File: config.mk
export PLATFORM = sky130hd
export DESIGN_NAME = encoder_count_extender_jitter_check
export DESIGN_NICKNAME = d
export VERILOG_FILES = /design/src/rtl/ecx_pkg.sv /design/src/rtl/ecx_jitter.sv /design/src/rtl/encoder_count_extender_jitter_check.sv
export SDC_FILE = /design/constraint.sdc
export NUM_CORES = 1
export LEC_CHECK = 0
export BUFFER_PORTS_ARGS = -buffer_cell sky130_fd_sc_hd__buf_2
export CORE_UTILIZATION = 38
export CTS_CLUSTER_SIZE = 10
export DETAILED_ROUTE_END_ITERATION = 7
export PLACE_DENSITY_LB_ADDON = 0.2
export SLEW_MARGIN = 20
export SYNTH_ARGS = -nofsm -noshare
export SYNTH_HDL_FRONTEND = slang
export SYNTH_SLANG_ARGS = --single-unit
File: constraint.sdc
create_clock -name clock -period 7 [get_ports clock]
set_input_delay 0.35 -clock clock [delete_from_list [all_inputs] [get_ports clock]]
set_output_delay 0.35 -clock clock [all_outputs]
set_load 0.02 [all_outputs]
File: src/rtl/ecx_pkg.sv
// shared types and constants for the encoder count extender
package ecx_pkg;

   localparam int HALF_W = 16;
   localparam int POS_W  = 32;

   localparam logic [HALF_W-1:0] HALF_MAX = 16'hFFFF;

   // event codes
   localparam logic [2:0] CMD_MATCH  = 3'd0;
   localparam logic [2:0] CMD_UP     = 3'd1;
   localparam logic [2:0] CMD_DOWN   = 3'd2;
   localparam logic [2:0] CMD_WRAP   = 3'd3;
   localparam logic [2:0] CMD_SAMPLE = 3'd4;

   // direction codes
   localparam logic [1:0] DIR_UNKNOWN  = 2'd0;
   localparam logic [1:0] DIR_FORWARD  = 2'd1;
   localparam logic [1:0] DIR_BACKWARD = 2'd2;

   // control register indexes
   localparam logic [1:0] CSR_CHECK_ENABLE     = 2'd0;
   localparam logic [1:0] CSR_CONFIRM_COUNT    = 2'd1;
   localparam logic [1:0] CSR_INVERT_DIRECTION = 2'd2;

   // jitter detector states
   typedef enum logic [4:0] {
      PS_NONE            = 5'b00001,
      PS_FWD_EXP_BWD     = 5'b00010,
      PS_BWD_EXP_FWD     = 5'b00100,
      PS_FWD_EXP_BWD_END = 5'b01000,
      PS_BWD_EXP_FWD_END = 5'b10000
   } pat_state_type;

   typedef struct packed {
      pat_state_type     pstate;
      logic              just_started;
      logic [HALF_W-1:0] pattern_counter;
      logic              comp_started;
      logic [POS_W-1:0]  prev_pulse_position;
   } jit_state_type;

   typedef struct packed {
      logic [2:0]        cmd;
      logic [HALF_W-1:0] hw_count;
   } req_type;

   typedef struct packed {
      logic signed [POS_W-1:0] position;
      logic [POS_W-1:0]        forward_total;
      logic [POS_W-1:0]        backward_total;
      logic [1:0]              direction;
      logic                    compensation_active;
      logic [HALF_W-1:0]       pattern_count;
   } rsp_type;

endpackage

File: src/rtl/ecx_jitter.sv
// down-up jitter pattern detector, next-state logic for one event
module ecx_jitter import ecx_pkg::*; (
   input  jit_state_type     cur,
   input  logic              go_up,
   input  logic              go_down,
   input  logic              check_enable,
   input  logic [HALF_W-1:0] confirm_count,
   input  logic [POS_W-1:0]  position,
   output jit_state_type     nxt
);

   jit_state_type     mid;
   logic [HALF_W:0]   cnt_sum;
   logic [HALF_W-1:0] cnt_sat;

   // a moved position restarts the pattern search
   always_comb begin
      mid = cur;
      if (position != cur.prev_pulse_position) begin
         mid.pstate       = PS_NONE;
         mid.just_started = 1'b0;
         if (!cur.comp_started) begin
            mid.pattern_counter = '0;
         end
      end
   end

   // one pattern, or two on the first one after a restart, saturating
   assign cnt_sum = {1'b0, mid.pattern_counter}
                  + (mid.just_started ? (HALF_W+1)'(2) : (HALF_W+1)'(1));
   assign cnt_sat = cnt_sum[HALF_W] ? HALF_MAX : cnt_sum[HALF_W-1:0];

   always_comb begin
      nxt = cur;
      if (check_enable && go_up) begin
         if (cur.pstate == PS_BWD_EXP_FWD) begin
            nxt.pstate = PS_FWD_EXP_BWD_END;
         end
      end else if (check_enable && go_down) begin
         nxt = mid;
         case (mid.pstate)
            PS_NONE: begin
               nxt.just_started = 1'b1;
               nxt.pstate       = PS_BWD_EXP_FWD;
            end
            PS_FWD_EXP_BWD: begin
               nxt.pstate = PS_BWD_EXP_FWD_END;
            end
            PS_FWD_EXP_BWD_END: begin
               nxt.pattern_counter = cnt_sat;
               nxt.just_started    = 1'b0;
               if (confirm_count <= cnt_sat) begin
                  nxt.comp_started = 1'b1;
               end
               nxt.pstate = PS_BWD_EXP_FWD;
            end
            default: begin
               nxt.pstate = mid.pstate;
            end
         endcase
         nxt.prev_pulse_position = position;
      end
   end

endmodule

File: src/rtl/encoder_count_extender_jitter_check.sv
// top level: 16 to 32 bit encoder count extension with jitter check and movement totals
//
// takes one counter event per request (compare match, direction up, direction down,
// reload wrap, sample) together with the 16-bit hardware count, and returns one
// response per request: the 32-bit signed position built from the kept upper half
// and the hardware count, the forward and backward movement totals, the direction,
// the jitter pattern count and the compensation flag, all as they stand after the
// event. a request is taken into an input register, its whole update is worked out
// combinationally from that register and the kept state, and the result lands in an
// output register while the state is updated on the same edge, so the next request
// sees it at once. one request per cycle is sustained while the receiver does not
// stall; a response is presented from the output register once its request advances
// and can be accepted at the following edge. the control registers are written
// through the csr port and should only change while no request is in flight.
module encoder_count_extender_jitter_check import ecx_pkg::*; (
   input  logic              clock,
   input  logic              reset,
   // request channel
   input  logic              req_valid,
   output logic              req_stall,
   input  req_type           req_payload,
   // response channel
   output logic              rsp_valid,
   input  logic              rsp_stall,
   output rsp_type           rsp_payload,
   // control register writes
   input  logic              csr_we,
   input  logic [1:0]        csr_index,
   input  logic [HALF_W-1:0] csr_wdata
);

   // control registers
   logic              check_enable_ff;
   logic [HALF_W-1:0] confirm_count_ff;
   logic              invert_ff;

   // input stage
   logic    in_valid_ff, in_valid_in;
   req_type in_req_ff;

   // output stage
   logic    out_valid_ff, out_valid_in;
   rsp_type out_rsp_ff, out_rsp_in;

   // kept state
   logic [HALF_W-1:0] upper_ff, upper_in;
   logic [1:0]        dir_ff, dir_in;
   logic [POS_W-1:0]  last_pos_ff, last_pos_in;
   logic [POS_W-1:0]  fwd_ff, fwd_in;
   logic [POS_W-1:0]  bwd_ff, bwd_in;
   jit_state_type     jit_ff, jit_in;

   logic             advance;
   logic             req_take;
   logic [POS_W-1:0] pos_now;
   logic [POS_W-1:0] delta;
   logic             eff_up;
   logic             eff_down;

   // the input register moves on when the output register is free or being drained
   assign advance   = in_valid_ff && (!out_valid_ff || !rsp_stall);
   assign req_stall = in_valid_ff && !advance;
   assign req_take  = req_valid && !req_stall;

   assign rsp_valid   = out_valid_ff;
   assign rsp_payload = out_rsp_ff;

   // position before the event, with the kept upper half
   assign pos_now = {upper_ff, in_req_ff.hw_count};
   assign delta   = pos_now - last_pos_ff;

   // invert swaps what up and down events mean
   assign eff_up   = ((in_req_ff.cmd == CMD_UP) && !invert_ff)
                  || ((in_req_ff.cmd == CMD_DOWN) && invert_ff);
   assign eff_down = ((in_req_ff.cmd == CMD_DOWN) && !invert_ff)
                  || ((in_req_ff.cmd == CMD_UP) && invert_ff);

   ecx_jitter u_jitter (
      .cur           (jit_ff),
      .go_up         (eff_up),
      .go_down       (eff_down),
      .check_enable  (check_enable_ff),
      .confirm_count (confirm_count_ff),
      .position      (pos_now),
      .nxt           (jit_in)
   );

   // extension, direction and movement totals
   always_comb begin
      upper_in    = upper_ff;
      dir_in      = dir_ff;
      last_pos_in = last_pos_ff;
      fwd_in      = fwd_ff;
      bwd_in      = bwd_ff;
      case (in_req_ff.cmd)
         CMD_MATCH: begin
            if (dir_ff == DIR_UNKNOWN) begin
               dir_in = DIR_FORWARD;
            end
         end
         CMD_UP, CMD_DOWN: begin
            dir_in = eff_up ? DIR_FORWARD : DIR_BACKWARD;
         end
         CMD_WRAP: begin
            if (dir_ff == DIR_FORWARD) begin
               upper_in = upper_ff + HALF_W'(1);
            end else if (dir_ff == DIR_BACKWARD) begin
               upper_in = upper_ff - HALF_W'(1);
            end else if (pos_now != '0) begin
               // unknown direction: a nonzero position means we came from below zero
               upper_in = upper_ff - HALF_W'(1);
               dir_in   = DIR_BACKWARD;
            end else begin
               upper_in = upper_ff + HALF_W'(1);
               dir_in   = DIR_FORWARD;
            end
         end
         CMD_SAMPLE: begin
            // signed change since the last sample goes to one of the totals
            if (delta[POS_W-1]) begin
               bwd_in = bwd_ff - delta;
            end else begin
               fwd_in = fwd_ff + delta;
            end
            last_pos_in = pos_now;
         end
         default: begin
            upper_in = upper_ff;
         end
      endcase
   end

   // response reflects the state after the event
   always_comb begin
      out_rsp_in.position            = {upper_in, in_req_ff.hw_count};
      out_rsp_in.forward_total       = fwd_in;
      out_rsp_in.backward_total      = bwd_in;
      out_rsp_in.direction           = dir_in;
      out_rsp_in.compensation_active = jit_in.comp_started;
      out_rsp_in.pattern_count       = jit_in.pattern_counter;
   end

   always_comb begin
      in_valid_in = in_valid_ff;
      if (req_take) begin
         in_valid_in = 1'b1;
      end else if (advance) begin
         in_valid_in = 1'b0;
      end
      out_valid_in = out_valid_ff;
      if (advance) begin
         out_valid_in = 1'b1;
      end else if (out_valid_ff && !rsp_stall) begin
         out_valid_in = 1'b0;
      end
   end

   // control and kept state
   always_ff @(posedge clock) begin
      if (reset) begin
         check_enable_ff  <= 1'b0;
         confirm_count_ff <= '0;
         invert_ff        <= 1'b0;
         in_valid_ff      <= 1'b0;
         out_valid_ff     <= 1'b0;
         upper_ff         <= '0;
         dir_ff           <= DIR_UNKNOWN;
         last_pos_ff      <= '0;
         fwd_ff           <= '0;
         bwd_ff           <= '0;
         jit_ff.pstate              <= PS_NONE;
         jit_ff.just_started        <= 1'b0;
         jit_ff.pattern_counter     <= '0;
         jit_ff.comp_started        <= 1'b0;
         jit_ff.prev_pulse_position <= '0;
      end else begin
         if (csr_we) begin
            case (csr_index)
               CSR_CHECK_ENABLE:     check_enable_ff  <= csr_wdata[0];
               CSR_CONFIRM_COUNT:    confirm_count_ff <= csr_wdata;
               CSR_INVERT_DIRECTION: invert_ff        <= csr_wdata[0];
               default:              invert_ff        <= invert_ff;
            endcase
         end
         in_valid_ff  <= in_valid_in;
         out_valid_ff <= out_valid_in;
         if (advance) begin
            upper_ff    <= upper_in;
            dir_ff      <= dir_in;
            last_pos_ff <= last_pos_in;
            fwd_ff      <= fwd_in;
            bwd_ff      <= bwd_in;
            jit_ff      <= jit_in;
         end
      end
   end

   // payload registers
   always_ff @(posedge clock) begin
      if (req_take) begin
         in_req_ff <= req_payload;
      end
      if (advance) begin
         out_rsp_ff <= out_rsp_in;
      end
   end

`ifndef NO_ASSERTIONS
   // compensation, once declared, is only cleared by reset
   a_comp_sticky: assert property (@(posedge clock) disable iff (reset)
      (!reset && jit_ff.comp_started) |=> jit_ff.comp_started)
      else $error("compensation flag dropped");

   // kept state moves only when a request advances into the output register
   a_state_hold: assert property (@(posedge clock) disable iff (reset)
      (!reset && !advance) |=> ($stable(upper_ff) && $stable(fwd_ff) && $stable(bwd_ff)
                                && $stable(dir_ff)))
      else $error("state changed without an advancing request");

   // detector is frozen while checking is off
   a_jit_idle: assert property (@(posedge clock) disable iff (reset)
      (!reset && !check_enable_ff) |=> $stable(jit_ff))
      else $error("jitter detector moved with checking disabled");

   // a held response is never overwritten by an advancing request
   a_no_overrun: assert property (@(posedge clock) disable iff (reset)
      (out_valid_ff && rsp_stall) |-> !advance)
      else $error("result register overwritten while stalled");
`endif

endmodule

Word level (Yosys, flattened, before mapping)
Cells that the tools add are included.
Word-level totals
  register bits: 323
  output and inout port bits: 117
Operators by class
  add/sub/neg operators: 6
  magnitude comparators: 1
  eq/ne operators: 14
  mux-type cells: 30
  bitwise logic cells: 1
  reduce and logical (&&, ||, !) cells: 33
Operators by type and width (count)
  32-bit two-way mux: 4
  16-bit two-way mux: 6
  32-bit subtractor: 2
  55-bit two-way mux: 1
  49-bit two-way mux: 1
  32-bit adder: 1
  32-bit != test: 1
  32-bit nonzero test: 1
  22-bit two-way mux: 1
  16-bit by 17-bit adder with 17-bit output: 1
  17-bit two-way mux: 1
  16-bit by 1-bit adder with 16-bit output (second input constant): 1
  16-bit <= comparator: 1
  16-bit by 1-bit subtractor with 16-bit output (second input constant): 1
  2-bit two-way mux: 6
  1-bit logical AND: 10
  5-bit two-way mux: 2
  5-bit one-hot mux with 2 select lines: 1
  2-bit AND reduction: 4
  3-bit by 2-bit equality test with 1-bit output (second input constant): 2
  2-bit one-hot mux with 3 select lines: 1
  3-bit AND reduction: 2
  2-bit nonzero test: 3
  5-bit by 1-bit equality test with 1-bit output (second input constant): 1
  16 further kinds: 30

Longest topological paths before layout
  depth in word-level cells: 10
  mapped depth: 30
  gate-level depth less buffers: 25

Modules after synthesis
From an unflattened synthesis, not the netlist that was laid out.
Second synthesis, totals
  cell total of the unflattened synthesis: 2255
  area, all modules: 19427.4 um^2
Modules (own cells, without submodules)
  encoder_count_extender_jitter_check: instances 1, cells each 1906, area each 17294.1 um^2, seq. area each 7807.5 um^2
  ecx_jitter: instances 1, cells each 349, area each 2133.3 um^2, seq. area each 0.0 um^2

Worst setup path after synthesis
OpenSTA, ideal clock, no wires.
  path kind: register -> register
  from: register upper_ff[11]
  to: register jit_ff[32] in the netlist's numbering
  library setup time: 0.090 ns
  data arrival time: 5.094 ns
  path slack: 1.816 ns
  cell stages (with the launch flop): 31
  path buffers: 5
  clock period less this slack: 5.184 ns
  cell sequence: dfxtp_1 > clkbuf_1 > xor2_1 > nor4_1 > nand4_1 > nor2_1 > clkbuf_1 > nor2_1 > clkbuf_1 > nor2b_1 > ha_1 > fa_1 > clkbuf_1 > nand3_1 > nor2_1 > nand3_1 > nor2_1 > and3_1 > clkbuf_1 > nor2_1 > ha_1 > nor2b_1 > o21a_1 > o21a_1 > o21a_1 > o21a_1 > o21ai_0 > a21oi_1 > o22ai_1 > a21oi_1 > nor3_1
Between the ends
  longest elaborated chain between the ends: 10
RTL lines
  start, declared: line encoder_count_extender_jitter_check.sv:46  | logic [HALF_W-1:0] upper_ff, upper_in;
  start signal, assigned: line encoder_count_extender_jitter_check.sv:188  | upper_ff <= upper_in;
  32-bit != test (*): line ecx_jitter.sv:19  | if (position != cur.prev_pulse_position) begin
  22-bit two-way mux (*): line ecx_jitter.sv:19
  2-bit two-way mux: line ecx_jitter.sv:30  | + (mid.just_started ? (HALF_W+1)'(2) : (HALF_W+1)'(1));
  16-bit by 17-bit adder with 17-bit output: line ecx_jitter.sv:30
  16-bit two-way mux: line ecx_jitter.sv:31  | assign cnt_sat = cnt_sum[HALF_W] ? HALF_MAX : cnt_sum[HALF_W-1:0];
  16-bit <= comparator: line ecx_jitter.sv:52  | if (confirm_count <= cnt_sat) begin
  1-bit two-way mux: line ecx_jitter.sv:52
  17-bit two-way mux (*): line ecx_jitter.sv:41  | case (mid.pstate)
  55-bit two-way mux (*): line ecx_jitter.sv:39  | end else if (check_enable && go_down) begin
  49-bit two-way mux (*): line ecx_jitter.sv:35  | if (check_enable && go_up) begin
  end signal, assigned: line encoder_count_extender_jitter_check.sv:193  | jit_ff <= jit_in;
  end, declared: line encoder_count_extender_jitter_check.sv:51  | jit_state_type jit_ff, jit_in;
Every way passes the cells marked *; elsewhere a longest branch is shown, timed or not. The select of a mux whose other input is x is not followed.
A chain may end at the register's enable or synchronous reset.

Final worst setup path
  from: register in_req_ff[1] in the netlist's numbering
  to: register jit_ff[32] in the netlist's numbering
Between the ends
  longest elaborated chain between the ends: 10
RTL lines
  start, declared: line encoder_count_extender_jitter_check.sv:39  | req_type in_req_ff;
  start signal, assigned: line encoder_count_extender_jitter_check.sv:201  | in_req_ff <= req_payload;
  32-bit != test (*): line ecx_jitter.sv:19
  22-bit two-way mux (*): line ecx_jitter.sv:19
  2-bit two-way mux: line ecx_jitter.sv:30
  16-bit by 17-bit adder with 17-bit output: line ecx_jitter.sv:30
  16-bit two-way mux: line ecx_jitter.sv:31
  16-bit <= comparator: line ecx_jitter.sv:52
  1-bit two-way mux: line ecx_jitter.sv:52
  17-bit two-way mux (*): line ecx_jitter.sv:41
  55-bit two-way mux (*): line ecx_jitter.sv:39
  49-bit two-way mux (*): line ecx_jitter.sv:35
Marked as above.

==> summary.txt <==
Status
  – Outcome: completed

Detailed routing
  – DRT Pass-1 Iters: 5
  – Drt via density: 5.306
  – Post-DRT Antenna Nets: 0
  – DR vias: 14980
  – First DRT Iteration DRCs: 1056
  – Number of remaining DRC errors: 0
  – Final wirelength: 49140 µm
  – Routed len/inst: 17.40 µm

Cells and area
  – Area Growth Syn to Fin: 14.85%
  – Nets: 2337
  – Final Instance Area: 21360 µm²
  – FILL cells: 4652
  – Post-layout util: 44.46%
  – Fraction of layout cells with a size suffix above 1: 13.99%
  – Inserted Diodes: 0
  – Reg area: 7807 µm²
  – Multi-input gate area: 10080 µm²

Synth
  – EDFF count, synth: 134
  – Yosys warning total: 0
  – Mean post-synth cell area: 9.130 µm²
  – Sequential fraction of the synthesis area: 41.98%
  – Top cell type's share of synthesized area: 21.64%
  – Synth Cell Area: 18600 µm²
  – Mapped Nets: 2196
  – Post-synthesis async set-or-reset flop share: 0%
  – Yosys reg bits: 323
  – Top cells by count, synth: nand2_1 (261), a21oi_1 (210), dfxtp_1 (189)
  – Area contributors post-synth: edfxtp_1 (22%), dfxtp_1 (20%), ha_1 (7.6%)
  – Synth area leader: edfxtp_1
  – Top_reg_cell synth: dfxtp_1
  – Cells after Synth: 2037
  – Synth cell types: 73
  – Most common cell in the netlist: nand2_1

Clocking
  – TritonCTS buffer count: 41
  – Clk Latency, worst-skew pair: 570 ps
  – Resized Gates After CTS: 0
  – Max clock buf depth: 3
  – Clk slew on worst S/H paths: 60 ps
  – Clock Sinks: 323
  – CTS tree: yes
  – CTS H-Tree Depth: 2
  – Root buf cell: clkbuf_16

Timing
  – Max-slew violation count: 0
  – Slew HR: 29.79%
  – Max Fclk: 174.8 MHz
  – Final Skew: 19.99 ps
  – Tmin final: 5720 ps
  – Setup TNS: 0 ps
  – RSZ-0062 raised after global routing: no
  – PnR worst setup slack: 1280 ps
  – Tcrit/Tclk final: 81.71%
  – # setup viols final: 0
  – Slew @ Worst Pin: 1031 ps
  – Hold Vio Cnt, Final: 0

Global routing
  – First-pass GRT wire length: 77060 µm
  – Initial antenna violation count: 0
  – Tot GR Track Use: 19.51%
  – Largest net degree at the start of global routing: 109
  – Vias in the first global route: 13960
  – Congestion Overflow GR: 0

Setup path
  – Max stage delay on crit path: 530 ps
  – Startpoint types: flop
  – Reg-to-reg slack, setup: 1280 ps
  – CP Depth: 25
  – Required @ worst endpoint: 7470 ps
  – Worst r2r dst: jit_ff[32]
  – Reg-to-Reg Start: in_req_ff[1]
  – Crit end category: flop
  – Worst setup path endpoint: jit_ff[32]
  – CP bufs+invs: 0
  – Most used cell along the critical path: nor2_1
  – CP max FO: 16
  – Worst path slowest cell: edfxtp_1
  – Crit Path Category: flop to flop
  – Critical Path Source: in_req_ff[1]
  – Crit path DAT: 6190 ps
  – Critical path's top delay family: simple AND/OR/NAND/NOR gates
  – Reg2Reg Depth: 25

Floorplanning
  – Vert. Die Dim: 223.2 µm
  – Die width: 223.2 µm
  – IO Count: 159
  – Initial Util: 38.71%
  – Rows: 80
  – Die Area: 49830 µm²
  – CORE AREA: 48050 µm²

Power
  – Pwr per Cell Area: 223.4 nW/µm²
  – Peak supply drop: 0.0001337 V
  – Leak: 8.658 nW
  – Total power: 4.771 mW

Place
  – DP Worst Slack: 1296 ps
  – Routability Congestion: 0.9029
  – Placed inst area: 19930 µm²
  – Number of port buffers: 158
  – DP HPWL: 34860 µm

Job
  – Max cap viols: 0

Worst hold path
  – Hold WC Path Type: input port to flop
[how the worst min path moves through the flow]
stage	from	to	slack, ps	cells past startpoint
floorplan	confirm_count_ff[0]	confirm_count_ff[0]	440	2
global route	csr_wdata[2]	confirm_count_ff[2]	30	3
finish	csr_wdata[2]	confirm_count_ff[2]	30	3
detailed placement	last_pos_ff[9]	last_pos_ff[9]	450	2
global placement	last_pos_ff[30]	last_pos_ff[30]	440	2
CTS	csr_wdata[2]	confirm_count_ff[2]	3	3
[worst reg2reg max path, cell delays in order, from the launching register on]
cell,delay [ps]
edfxtp_1,530
xor2_1,240
nor4_1,430
nand4_1,190
nor2_1,310
nor2_1,260
nor2b_1,170
ha_1,210
fa_1,340
nand3_1,180
nor2_1,220
nand3_1,100
nor2_1,90
and3_1,490
nor2_1,130
ha_1,310
nor2b_1,130
o21a_1,160
o21a_1,160
o21a_1,160
o21a_1,150
o21ai_0,130
a21oi_1,80
o22ai_1,140
a21oi_1,100
nor3_1,200
[power breakdown]
| part | switching, mW | internal, mW |
|---|---|---|
| clock | 0.821 | 1.14 |
| sequential | 0.0393 | 2.02 |
| combinational | 0.460 | 0.292 |
[repair_timing]
| item | in CTS | in global routing |
|---|---|---|
| endpoints found under the hold margin | 20 | 0 |
| hold buffers | 20 | 0 |
| setup buffers | 0 | 0 |
[cell families after synthesis]
group / count (synthesis) / share of synthesized area, %
AOI/OAI and AO/OA: 497 / 16.21
xor gates and xnor gates: 162 / 7.629
adders and majority gates: 118 / 8.107
buffers and inverters: 189 / 3.963
DFF: 323 / 41.98
muxes: 109 / 6.284
and+or+nand+nor: 639 / 15.82
[per-layer routing]
layer | up-vias | global-route usage, % | wire (µm)
met5 | - | 0 | 0
met2 | 347 | 28.87 | 20760
met1 | 7047 | 28.93 | 24860
met4 | 0 | 7.341 | 1427
met3 | 81 | 2.252 | 2092
li1 | 7508 | - | -
[per-stage QoR]
stage	hold slack, ps	cells
6_report	32.43	2824
4_1_cts	2.818	2824
3_5_place_dp	446.3	2730
2_1_floorplan	436.3	2037
3_3_place_gp	441.3	2730
5_1_grt	26.60	2824
[cell type report]
cell class	count	share of cell area [%]
Clock buffer	65	5.413
Tap cell	615	3.603
Sequential cell	323	36.55
Timing Repair Buffer	195	5.266
Multi-Input combinational cell	1525	47.19
Clock inverter	9	0.3398
Inverter	92	1.640
[placed cells by master, fill, tap and decap left out, types with 22 or more instances in the layout]
master and instances:
a21o_1 57, nor2_1 165, clkbuf_16 41, a211oi_1 29, xnor2_1 74, mux2i_1 51, a21oi_1 210, and3_1 22
dfxtp_1 189, buf_2 157, o21ai_0 93, xor2_1 88, inv_1 91, nand3_1 34, mux2_2 56, edfxtp_1 134
nand2_1 260, ha_1 113
[flip-flops by register name, summed over array words and instances (netlist names), 2 cells and up]
register          flops
bwd_ff               32
confirm_count_ff     16
dir_ff                2
fwd_ff               32
in_req_ff            19
jit_ff               55
last_pos_ff          32
rsp_payload         115
upper_ff             16
No activity file was read; power rests on OpenSTA's default activity.
